==> config.mk <==
export PLATFORM = sky130hd
export DESIGN_NAME = http_message_boundary_finder
export DESIGN_NICKNAME = d
export VERILOG_FILES = /design/src/sv/hmbf_pkg.sv /design/src/sv/http_message_boundary_finder.sv
export VERILOG_INCLUDE_DIRS = /design/src /design/src/sv
export SDC_FILE = /design/constraint.sdc
export NUM_CORES = 1
export LEC_CHECK = 0
export BUFFER_PORTS_ARGS = -buffer_cell sky130_fd_sc_hd__clkbuf_2
export CAP_MARGIN = 20
export CORE_MARGIN = 5
export CORE_UTILIZATION = 55
export CTS_CLUSTER_DIAMETER = 120
export DETAILED_ROUTE_END_ITERATION = 10
export GPL_TIMING_DRIVEN = 0
export PLACE_DENSITY = 0.73
export SYNTH_ARGS = -nofsm -noshare
export SYNTH_HDL_FRONTEND = slang
export SYNTH_SLANG_ARGS = --single-unit
==> constraint.sdc <==
create_clock -name clk -period 13.6 [get_ports clk]
set_input_delay 2.72 -clock clk [delete_from_list [all_inputs] [get_ports clk]]
set_output_delay 2.72 -clock clk [all_outputs]
set_load 0.05 [all_outputs]
==> src/sv/assert_macros.svh <==
// Assertion macros used by the boundary finder RTL.
`ifndef ASSERT_MACROS_SVH
`define ASSERT_MACROS_SVH

// Same-cycle implication, sampled on clk and disabled during rst.
`define ASSERT_IMPLIES(lbl, ante, cons) \
  lbl: assert property (@(posedge clk) disable iff (rst) (ante) |-> (cons)) \
    else $error("assertion lbl failed");

// Next-cycle implication, sampled on clk and disabled during rst.
`define ASSERT_NEXT(lbl, ante, cons) \
  lbl: assert property (@(posedge clk) disable iff (rst) (ante) |=> (cons)) \
    else $error("assertion lbl failed");

`endif

==> src/sv/hmbf_pkg.sv <==
// Constants, types and pattern tables for the HTTP message boundary finder.
package hmbf_pkg;

  localparam int POS_WIDTH = 32;
  localparam int POS_EXT_WIDTH = POS_WIDTH + 1;
  localparam int BOUND_WIDTH = 32;
  localparam int WIN_DEPTH = 9;
  localparam int PAT_COUNT = 11;
  localparam int PAT_REQ_COUNT = 9;
  localparam int CFG_INDEX_WIDTH = 1;
  localparam int CFG_DATA_WIDTH = 32;

  typedef logic [POS_WIDTH-1:0] pos_t;
  typedef logic [POS_EXT_WIDTH-1:0] pos_ext_t;
  typedef logic [WIN_DEPTH-1:0][7:0] win_t;
  typedef logic [8*WIN_DEPTH-1:0] pat_text_t;
  typedef logic [3:0] pat_len_t;
  typedef logic [2:0] seg_count_t;

  localparam pos_t POS_MAX = '1;
  localparam seg_count_t SEG_MAX = 3'd7;
  localparam seg_count_t SEG_MARKER_MIN = 3'd4;

  localparam logic [1:0] KIND_REQUEST = 2'd0;
  localparam logic [1:0] KIND_RESPONSE = 2'd1;
  localparam logic [1:0] KIND_UNKNOWN = 2'd2;

  localparam logic [CFG_INDEX_WIDTH-1:0] CFG_MESSAGE_KIND = 1'd0;
  localparam logic [CFG_INDEX_WIDTH-1:0] CFG_BASE_OFFSET = 1'd1;

  localparam logic [7:0] CHAR_CR = 8'h0d;
  localparam logic [7:0] CHAR_LF = 8'h0a;

  // Text is right-aligned: byte k holds the k-th character counted from the end.
  localparam pat_text_t PAT_TEXT [PAT_COUNT] = '{
    pat_text_t'("GET "), pat_text_t'("HEAD "), pat_text_t'("POST "),
    pat_text_t'("PUT "), pat_text_t'("DELETE "), pat_text_t'("CONNECT "),
    pat_text_t'("OPTIONS "), pat_text_t'("TRACE "), pat_text_t'("PATCH "),
    pat_text_t'("HTTP/1.1 "), pat_text_t'("HTTP/1.0 ")
  };

  localparam pat_len_t PAT_LEN [PAT_COUNT] = '{
    4'd4, 4'd5, 4'd5, 4'd4, 4'd7, 4'd8, 4'd8, 4'd6, 4'd6, 4'd9, 4'd9
  };

  function automatic logic pat_match(win_t win, int idx);
    logic ok;
    ok = 1'b1;
    for (int k = 0; k < WIN_DEPTH; k++) begin
      if ((k < int'(PAT_LEN[idx])) && (win[k] != PAT_TEXT[idx][8*k +: 8])) begin
        ok = 1'b0;
      end
    end
    return ok;
  endfunction

endpackage

==> src/sv/http_message_boundary_finder.sv <==
// Top level of the HTTP message boundary finder: byte scanner and result register.
//
// The block takes one byte word per cycle unless a held result stalls it: every
// pattern compare runs in parallel over a nine-byte window between the input
// port and a single result register, so a word is accepted in every cycle in
// which the result register is empty or being drained. A result appears in the
// cycle after the byte that causes it. Each buffer, ended by a word with
// last_byte set, yields exactly one result: the first boundary found, or
// not-found on the final byte. Write the configuration registers only while
// no result is pending.
`include "assert_macros.svh"

module http_message_boundary_finder import hmbf_pkg::*; (
  input  logic                       clk,
  input  logic                       rst,
  input  logic                       cfg_valid,
  output logic                       cfg_ready,
  input  logic [CFG_INDEX_WIDTH-1:0] cfg_index,
  input  logic [CFG_DATA_WIDTH-1:0]  cfg_data,
  input  logic                       in_valid,
  output logic                       in_ready,
  input  logic [7:0]                 data_byte,
  input  logic                       last_byte,
  output logic                       out_valid,
  input  logic                       out_ready,
  output logic                       found,
  output logic [BOUND_WIDTH-1:0]     boundary_pos,
  output logic                       position_overflow
);

  logic [1:0]             message_kind;
  logic [BOUND_WIDTH-1:0] base_offset;

  win_t       byte_window;
  seg_count_t segment_count;
  pos_t       match_start;
  logic       match_valid;
  pos_t       byte_position;
  logic       result_given;
  logic       overflow_seen;

  logic                   in_fire;
  logic                   active;
  logic                   kind_ok;
  win_t                   window_next;
  seg_count_t             segment_count_next;
  logic                   pos_sat;
  pos_ext_t               pos_plus;
  logic [PAT_COUNT-1:0]   hit;
  logic                   any_hit;
  pat_len_t               best_len;
  pos_t                   cand_start;
  logic                   take;
  pos_t                   match_start_next;
  logic                   match_valid_next;
  logic                   marker;
  logic                   report;
  logic                   overflow_seen_next;
  logic                   emit;
  logic [BOUND_WIDTH-1:0] boundary_next;

  assign cfg_ready = 1'b1;
  assign in_ready  = !out_valid || out_ready;
  assign in_fire   = in_valid && in_ready;

  always_comb begin
    active             = !result_given;
    kind_ok            = (message_kind == KIND_REQUEST) || (message_kind == KIND_RESPONSE);
    window_next        = {byte_window[WIN_DEPTH-2:0], data_byte};
    segment_count_next = (segment_count == SEG_MAX) ? SEG_MAX : segment_count + 3'd1;
    pos_sat            = (byte_position == POS_MAX);
    pos_plus           = pos_ext_t'(byte_position) + pos_ext_t'(1);

    for (int i = 0; i < PAT_COUNT; i++) begin
      hit[i] = ((i < PAT_REQ_COUNT) ? (message_kind == KIND_REQUEST)
                                    : (message_kind == KIND_RESPONSE)) &&
               pat_match(window_next, i) &&
               (pos_plus >= pos_ext_t'(PAT_LEN[i]));
    end

    // The shortest matching pattern has the latest start.
    any_hit  = |hit;
    best_len = '1;
    for (int i = 0; i < PAT_COUNT; i++) begin
      if (hit[i] && (PAT_LEN[i] < best_len)) begin
        best_len = PAT_LEN[i];
      end
    end
    cand_start = pos_t'(pos_plus - pos_ext_t'(best_len));

    take             = any_hit && (!match_valid || (cand_start > match_start));
    match_start_next = take ? cand_start : match_start;
    match_valid_next = match_valid || any_hit;

    marker = kind_ok && (segment_count_next >= SEG_MARKER_MIN) &&
             (window_next[0] == CHAR_LF) && (window_next[1] == CHAR_CR) &&
             (window_next[2] == CHAR_LF) && (window_next[3] == CHAR_CR);

    report             = active && marker && match_valid_next;
    overflow_seen_next = overflow_seen || (active && pos_sat);
    emit               = report || (last_byte && !result_given);
    boundary_next      = report ? base_offset + BOUND_WIDTH'(match_start_next) : '0;
  end

  always_ff @(posedge clk) begin
    if (rst) begin
      message_kind <= KIND_REQUEST;
      base_offset  <= '0;
    end else if (cfg_valid && cfg_ready) begin
      case (cfg_index)
        CFG_MESSAGE_KIND: message_kind <= cfg_data[1:0];
        CFG_BASE_OFFSET:  base_offset  <= cfg_data[BOUND_WIDTH-1:0];
        default: ;
      endcase
    end
  end

  always_ff @(posedge clk) begin
    if (rst) begin
      byte_window   <= '0;
      segment_count <= '0;
      match_start   <= '0;
      match_valid   <= 1'b0;
      byte_position <= '0;
      result_given  <= 1'b0;
      overflow_seen <= 1'b0;
    end else if (in_fire) begin
      if (last_byte) begin
        byte_window   <= '0;
        segment_count <= '0;
        match_start   <= '0;
        match_valid   <= 1'b0;
        byte_position <= '0;
        result_given  <= 1'b0;
        overflow_seen <= 1'b0;
      end else if (active) begin
        byte_window   <= window_next;
        segment_count <= (marker && !match_valid_next) ? '0 : segment_count_next;
        match_start   <= match_start_next;
        match_valid   <= match_valid_next;
        byte_position <= pos_sat ? byte_position : pos_t'(pos_plus);
        result_given  <= report;
        overflow_seen <= overflow_seen_next;
      end
    end
  end

  always_ff @(posedge clk) begin
    if (rst) begin
      out_valid <= 1'b0;
    end else if (in_fire) begin
      out_valid <= emit;
    end else if (out_ready) begin
      out_valid <= 1'b0;
    end
    if (in_fire && emit) begin
      found             <= report;
      boundary_pos      <= boundary_next;
      position_overflow <= overflow_seen_next;
    end
  end

  `ASSERT_IMPLIES(a_notfound_zero, out_valid && !found, boundary_pos == '0)
  `ASSERT_NEXT(a_last_clears, in_fire && last_byte, (byte_position == '0) && !result_given)
  `ASSERT_IMPLIES(a_given_has_match, result_given, match_valid)
  `ASSERT_IMPLIES(a_overflow_saturated, overflow_seen, byte_position == POS_MAX)

endmodule
==> flow_summary.ini, run 1 <==
[logic_synthesis]
ys_ff_latch = 203
synthTopCellsByArea = dfxtp_1 (27%), edfxtp_1 (8.1%), ha_1 (7.2%)
synth.largest_area_cell = dfxtp_1
ys_types = 83
syn-cell-area_um2 = 12570
synth.avg_cell_area_um2 = 8.138
syn-num-nets = 1665
synth_cells = 1544
synth.top_cell.area_share = 0.2692
ys_warn_count = 0
synth-edff-count = 34
synth-async-reset-ratio = 0
ys_seq_area_frac = 0.3505
synth_ff_type = dfxtp_1

[drt]
drc = 0
firstDrtPassIters = 5
wirelength_um = 35770
wl_per_cell_um = 18.30
via_per_inst = 6.029
ant_nets = 0
drtIter0Drc = 972
via_count = 11780

[die]
num_rows = 55
start_util = 0.5567
die_x_um = 161.2
dieArea_um2 = 25970
io_pins = 84
core_um2 = 22570
fp.dieH_um = 161.2

[power_and_ir_drop]
vdd_drop_max_uv = 99.12
p_per_area_nw_per_um2 = 99.41
p_total_mw = 1.414
cellLeakagePower_nw = 5.357

[place]
io_buffers = 81
place_hpwl_um = 27750
place.gp.congestion = 0.9650
place_inst = 1911
placed_cell_area_um2 = 13360

[clock_tree]
cts-root-buf = clkbuf_16
clock_latency_ns = 0.53
cts_sinks = 203
post_cts_buffers = 0
cts.reportedPaths.clkPinSlew_ns = 0.06
cts_hold_buf = 0
cts_buffer_depth = 3
cts_tree = done
htreeDepth = 1
numCtsBuffers = 24

[critical_path]
slowest_stage = a2111oi_2
slowest_delay_ns = 0.55
rr_worst_depth = 47
cp.arrival_ns = 13.16
r2r-end = boundary_pos[31]
crit_required_ns = 13.88
cp-end-kind = register
crit_buf_inv = 2
crit_path_frequent_cell = nand2_1
setup.worst_path.start_class = primary input
path_delay_family = compound AO/OA/AOI/OAI gates
r2r_setup_slack_ns = 1.18
critPathKind = primary input to register
path_max_fanout = 10
r2r_start = byte_position[0]

[final_layout]
nFillCells = 2006
antenna_cells = 0
finalCoreUtilization = 0.6300
final_layout_size_suffix_gt1_frac = 0.1049
syn2layout_area_growth_pct = 13.17
layout_commonest_cell = nor2_1
layout_common_cells = nor2_1 (197), dfxtp_1 (169), nand2_1 (154)
fin_nets = 1773
fin_area_um2 = 14220
fin_cells = 1954

[sta]
post-route-period-util = 0.9475
max_freq_mhz = 77.60
finClkSkew_ns = 0.01613
slew_headroom = 0.3342
setup_violations = 0
finalMaxSlewViolations = 0
min_period_ns = 12.89
rsz0062_at_grt = false
tightestPinTransition_ns = 0.9904
final_hold_viol_count = 0

[status]
status = finished, final reports clean

[hold_path]
hold_end = base_offset[28]
hold_class = register to register
worstHoldPathCells = 2
hold_path_startpoint = base_offset[28]

[global_route]
grt_max_degree = 28
grt_pass1_wl_um = 56770
grt_pass1_vias = 10870
grtUsageTotal = 0.2651
grt_overflow = 0
antenna_found_initial = 0

[run]
drv_cap = 0
cell type report:
type | instances | area (um^2) | share of cell area
tap | 285 | 356.6 | 0.02507
clock buffer | 33 | 696.9 | 0.04901
timing repair buffer | 82 | 432.9 | 0.03044
sequential | 203 | 4404 | 0.3097
clock inverter | 10 | 141.4 | 0.009942
buffer | 80 | 351.6 | 0.02472
inverter | 68 | 255.2 | 0.01795
multi-input combinational | 1193 | 7582 | 0.5332
logic make-up after synthesis:
group           synth area share
flops                     0.3505
other cells            0.0002984
mux                     0.005078
fa+ha+maj                0.07488
compound gates            0.2064
simple gates              0.2575
xor+xnor                 0.05715
buf+inv                  0.04819
cells in the mapped netlist (7+ instances only):
cell	number
nor3b_1	11
a22oi_1	78
o21ai_0	76
o31ai_1	11
nand2b_1	20
nor4_1	19
or3_1	11
and3_1	21
nand2_1	154
nor3_1	35
nand3_1	44
and2_1	11
nor4b_1	12
buf_2	13
ha_1	72
nor2_1	197
a21oi_1	96
xor2_1	24
dfxtp_1	169
o21a_1	14
or4_1	8
a21o_1	27
xnor2_1	58
o211ai_1	7
or2_2	8
nand3b_1	12
inv_1	68
nor2b_1	15
a211oi_1	7
nand4_1	37
clkbuf_1	56
a22o_1	26
edfxtp_1	34
through the flow:
step                      setup TNS [ns]  hold slack, ns  setup slack, ns
after global placement            -1.617          0.4468          -0.6913
after CTS                              0          0.4628         0.005389
after detailed placement          -1.725          0.4522          -0.7156
after floorplan                        0          0.4347            1.840
after global routing                   0          0.4764          0.07901
final                                  0          0.4616           0.7135
sequential cells by signal (all words and copies together), names as in the netlist, 2 cells and up:
| signal | count |
|---|---|
| base_offset | 32 |
| byte_window | 64 |
| match_start | 32 |
| boundary_pos | 32 |
| segment_count | 3 |
| message_kind | 2 |
| byte_position | 32 |
per-layer routing:
| layer | vias to the layer above | track usage | share of wire |
|---|---|---|---|
| met5 | - | 0 | 0 |
| met4 | 0 | 0.08181 | 0.029 |
| li1 | 5798 | - | - |
| met2 | 404 | 0.4208 | 0.44 |
| met1 | 5506 | 0.3767 | 0.46 |
| met3 | 72 | 0.03700 | 0.067 |
worst min-delay path: cells and delay by family, from the launching register on:
kind | cells | cell delay (ns)
flops | 1 | 0.31
simple gates | 1 | 0.05
compound gates | 1 | 0.05
timing repair:
action | in CTS | in global routing
gates resized for setup | 1 | 7
setup endpoints to repair | 2 | 5
cloned | 0 | 0
power breakdown:
group          switching (mW)  internal (mW)
Sequential            0.00806          0.621
Combinational          0.0740         0.0294
Clock                   0.264          0.417
Total                   0.346           1.07
worst max path at each step:
stage | cells after the start | start | to | slack, ns
floorplan | 42 | data_byte[2] | boundary_pos[31] | 1.84
global placement | 44 | data_byte[2] | boundary_pos[31] | -0.69
detailed placement | 44 | data_byte[2] | boundary_pos[31] | -0.72
CTS | 44 | data_byte[2] | boundary_pos[31] | 0.005
global route | 43 | data_byte[2] | boundary_pos[31] | 0.08
finish | 43 | data_byte[2] | boundary_pos[31] | 0.71
(Power assumes the default switching activity.)
==> inputs of run 2 (changes only) <==
--- a/config.mk
+++ b/config.mk
@@ -8,6 +8,7 @@
 export LEC_CHECK = 0
 export BUFFER_PORTS_ARGS = -buffer_cell sky130_fd_sc_hd__clkbuf_2
 export CAP_MARGIN = 20
+export CORE_ASPECT_RATIO = 1.75
 export CORE_MARGIN = 5
 export CORE_UTILIZATION = 55
 export CTS_CLUSTER_DIAMETER = 120
==> run 2 against run 1 <==
  * Critical path depth is the same
  * Sequential cell count is the same
  * Via count increased by 1.1%
  * Clock power is 16% lower
  * Die area rose by 0.46%
  * Maximum frequency decreased by 1.6%
  * Highest routed layer unchanged
==> flow_summary.ini, run 2 (synthesized netlist as in run 1, its figures left out) <==
[status]
status = finished, final reports clean

[clock_tree]
numCtsBuffers = 21
htreeDepth = 1
cts_buffer_depth = 3
cts.reportedPaths.clkPinSlew_ns = 0.06
cts_tree = done
cts_sinks = 203
cts-root-buf = clkbuf_16
clock_latency_ns = 0.52
post_cts_buffers = 0

[final_layout]
regMostFlops = byte_window
final_layout_size_suffix_gt1_frac = 0.1022
layout_commonest_cell = nor2_1
layout_common_cells = nor2_1 (197), dfxtp_1 (169), nand2_1 (154)
fin_cells = 1963
fin_nets = 1770
finalCoreUtilization = 0.6226
fin_area_um2 = 14100
largest_reg_flops = 64
syn2layout_area_growth_pct = 12.23
antenna_cells = 0

[global_route]
grt_max_degree = 19
grt_overflow = 0
grt_pass1_wl_um = 61590
grtUsageTotal = 0.2932
antenna_found_initial = 0
grt_pass1_vias = 11870

[critical_path]
slowest_delay_ns = 0.55
crit_path_frequent_cell = nand2_1
cp.arrival_ns = 13.37
cp-end-kind = register
path_max_fanout = 10
crit_required_ns = 13.87
slowest_stage = or4_1
setup.worst_path.start_class = primary input
critPathKind = primary input to register

[drt]
firstDrtPassIters = 5
via_count = 11910
wl_per_cell_um = 20.08
via_per_inst = 6.068
wirelength_um = 39410
ant_nets = 0
drc = 0
drtIter0Drc = 959

[sta]
tns_ns = 0
post-route-period-util = 0.9632
max_freq_mhz = 76.34
tightestPinTransition_ns = 0.9826
finalMaxSlewViolations = 0
min_period_ns = 13.10
holdWs_ns = 0.4622
final_hold_viol_count = 0
finClkSkew_ns = 0.01155
rsz0062_at_grt = false
setup_violations = 0
slew_headroom = 0.3395

[die]
io_pins = 84
core_um2 = 22650
start_util = 0.5547
dieArea_um2 = 26090
num_rows = 73
fp.dieH_um = 210.0
die_x_um = 124.3

[place]
place_hpwl_um = 31460
place.gp.congestion = 1.060
io_buffers = 81
placed_cell_area_um2 = 13370
place_inst = 1926

[power_and_ir_drop]
p_per_area_nw_per_um2 = 92.99
cellLeakagePower_nw = 5.291
vdd_drop_max_uv = 114.5

[hold_path]
hold_class = register to register

[run]
drv_cap = 0
## run 2: path summary, 6_finish.rpt
kind | from | end | slack [ns] | cells past startpoint
max | data_byte[2] | boundary_pos[31] | 0.50 | 43
min | base_offset[0] | base_offset[0] | 0.46 | 2
max reg2reg | byte_position[0] | boundary_pos[31] | 0.62 | 48
min reg2reg | base_offset[0] | base_offset[0] | 0.46 | 2
## run 2: what timing repair did
action                     CTS  global route
hold buffers                 0             0
setup endpoints to repair    3             8
resized for setup            4             7
pin swaps                    0             0
## run 2: final cells by class
class	instances	area, um^2
inverter	68	255.2
clock buffer	31	614.3
sequential	203	4404
timing repair buffer	82	432.9
tap	300	375.4
clock inverter	6	58.81
fill	2067	8549
buffer	80	351.6
multi-input combinational	1193	7610
## run 2: metrics by stage
stage	setup WS [ns]	power [mW]
after floorplan	1.840	0.7090
after global placement	-1.152	0.7447
after detailed placement	-1.151	0.7473
after CTS	0.08315	1.317
after global routing	0.03269	1.354
final	0.5007	1.311
## run 2: critical path: cells and delay by family
| family | cells | cell delay (ns) |
|---|---|---|
| adder cells (fa/ha/maj) | 3 | 0.83 |
| XOR/XNOR | 2 | 0.32 |
| AO/OA/AOI/OAI | 18 | 4.59 |
| buffers and inverters | 2 | 0.42 |
| AND/OR/NAND/NOR | 18 | 4.43 |
## run 2: power by group
part | switching [mW] | internal, mW | total, mW
Clock | 0.243 | 0.332 | 0.575
Sequential | 0.00801 | 0.621 | 0.629
Combinational | 0.0771 | 0.0297 | 0.107
## run 2: layer usage
layer / share of wire / global-route usage / vias to the layer above / wire [um]
met4: 0.093 / 0.2425 / 0 / 3678
li1: - / - / 5786 / -
met1: 0.34 / 0.2712 / 5564 / 13310
met3: 0.041 / 0.03474 / 179 / 1603
met5: 0 / 0 / - / 0
met2: 0.53 / 0.5643 / 382 / 20820
==> inputs of run 3 (changes only) <==
--- a/config.mk
+++ b/config.mk
@@ -12,9 +12,11 @@
 export CORE_MARGIN = 5
 export CORE_UTILIZATION = 55
 export CTS_CLUSTER_DIAMETER = 120
+export CTS_CLUSTER_SIZE = 30
 export DETAILED_ROUTE_END_ITERATION = 10
 export GPL_TIMING_DRIVEN = 0
 export PLACE_DENSITY = 0.73
+export SLEW_MARGIN = 25
 export SYNTH_ARGS = -nofsm -noshare
 export SYNTH_HDL_FRONTEND = slang
 export SYNTH_SLANG_ARGS = --single-unit
==> constraint.sdc (replaced) <==
create_clock -name clk -period 12.3 [get_ports clk]
set_input_delay 2.46 -clock clk [delete_from_list [all_inputs] [get_ports clk]]
set_output_delay 2.46 -clock clk [all_outputs]
set_load 0.05 [all_outputs]
==> run 3 against run 2 <==
  * Combinational power rose by 9%
  * Design area fell by 1.6%
  * Critical endpoint unchanged
  * Sequential cell count did not move
  * First-iteration DRC count fell by 19%
  * Largest cell class unchanged
  * Via count is 0.56% lower
  * Non-clock buffer count is 6 higher
  * Highest routed layer unchanged
  * Sequential share of layout area up 0.52 points
==> flow_summary.ini, run 3 (synthesized netlist as in run 1, its figures left out) <==
[drt]
drc = 0
via_count = 11840
wirelength_um = 39300
via_per_inst = 6.083
wl_per_cell_um = 20.18
ant_nets = 0
firstDrtPassIters = 8
drtIter0Drc = 780

[die]
core_um2 = 22650
num_rows = 73
dieArea_um2 = 26090
die_x_um = 124.3
io_pins = 84
start_util = 0.5547
fp.dieH_um = 210.0

[global_route]
grt_pass1_wl_um = 60970
grt_max_degree = 35
grt_overflow = 0
antenna_found_initial = 0
grtUsageTotal = 0.2899
grt_pass1_vias = 11800

[sta]
max_freq_mhz = 84.59
holdWs_ns = 0.4670
tightestPinTransition_ns = 0.9702
finalMaxSlewViolations = 0
worst_slack_ns = 0.4789
finClkSkew_ns = 0.02697
slew_headroom = 0.3478
final_hold_viol_count = 0
tns_ns = 0
post-route-period-util = 0.9611
setup_violations = 0
min_period_ns = 11.82

[critical_path]
crit_path_frequent_cell = nor2_1
critPathKind = primary input to register
slowest_delay_ns = 0.57
rr_worst_depth = 49
cp-end-kind = register
r2r-end = boundary_pos[31]
crit_required_ns = 12.55
slowest_stage = or4_4
setup.worst_path.start_class = primary input
crit_buf_inv = 4
path_delay_family = simple AND/OR/NAND/NOR gates
cp.arrival_ns = 12.07
path_max_fanout = 10
r2r_start = byte_position[0]
r2r_setup_slack_ns = 0.58

[final_layout]
regArea_um2 = 4404
layout_common_cells = nor2_1 (197), dfxtp_1 (169), nand2_1 (152)
final_layout_size_suffix_gt1_frac = 0.1081
regMostFlops = byte_window
syn2layout_area_growth_pct = 10.41
finalCoreUtilization = 0.6125
fin_nets = 1765
multi_input_area_um2 = 7715
layout_commonest_cell = nor2_1
nFillCells = 2086
antenna_cells = 0
largest_reg_flops = 64

[clock_tree]
cts.reportedPaths.clkPinSlew_ns = 0.12
cts_tree = done
htreeDepth = 1
cts_buffer_depth = 3
cts-root-buf = clkbuf_16
cts_sinks = 203
numCtsBuffers = 10
cts_hold_buf = 0
clock_latency_ns = 0.49

[hold_path]
hold_class = register to register
hold_end = base_offset[5]
worstHoldPathCells = 2
hold_path_startpoint = base_offset[5]

[status]
status = finished, final reports clean

[place]
place_hpwl_um = 31470
place.gp.congestion = 1.060
io_buffers = 81
place_ws_ns = -2.220

[power_and_ir_drop]
cellLeakagePower_nw = 5.168
p_per_area_nw_per_um2 = 86.46
vdd_drop_max_uv = 88.94

[run]
drv_cap = 0
[run 3: cell count changes in the layout (fill, tap and decap cells not counted), moves of 2 or more]
cell / change
a211oi_1: -2
a21oi_1: -3
a21oi_2: +3
buf_4: +8
buf_6: +2
clkbuf_1: -6
clkbuf_16: -11
clkbuf_8: -3
clkinv_2: -4
nand2_1: -2
nand2_2: +2
o21ai_0: -2
[run 3: how the worst max path moves through the flow]
stage,start,endpoint,slack [ns],depth (start not counted)
finish,data_byte[2],boundary_pos[31],0.48,48
global route,data_byte[2],boundary_pos[31],-0.04,47
CTS,data_byte[2],boundary_pos[31],0.005,44
detailed placement,data_byte[2],boundary_pos[31],-2.22,48
global placement,data_byte[2],boundary_pos[31],-2.19,48
floorplan,data_byte[2],boundary_pos[31],0.80,42
[run 3: power breakdown]
group / leakage (nW) / internal, mW / switching (mW)
Combinational: 3.36 / 0.0320 / 0.0852
Clock: 0.144 / 0.167 / 0.220
Sequential: 1.67 / 0.686 / 0.00893
Total: 5.17 / 0.886 / 0.314
[run 3: tightest hold or removal path, stage by stage, from the launching register on]
cell and delay [ns]:
dfxtp_1 0.33, nand2_1 0.05, a21oi_1 0.05
[run 3: routing by layer]
layer | GRT usage | wire, um | up-vias
li1 | - | - | 5762
met1 | 0.2687 | 13300 | 5542
met2 | 0.5583 | 20870 | 367
met3 | 0.03296 | 1517 | 173
met4 | 0.2395 | 3604 | 0
met5 | 0 | 0 | -
[run 3: final cells by class]
class	count	area share
multi-input cells	1193	0.5561
flip-flops and latches	203	0.3175
repair buffers	89	0.03355
well taps	300	0.02706
plain buffers	79	0.02615
clock buffers	14	0.02065
inverters	68	0.01840
clock inverters	1	0.0006313
[run 3: timing repair]
action                     CTS  global route
resized for setup           18            27
buffers inserted             5             3
setup endpoints to repair   18            16
pin swaps                    5            17
[run 3: metrics by stage]
step	power, mW	cell area (um^2)	std cells
finish	1.199	13870	1947
global route	1.237	13870	1947
CTS	1.205	13760	1945
detailed placement	0.8253	13350	1925
global placement	0.8234	13350	1925
floorplan	0.7839	12570	1544
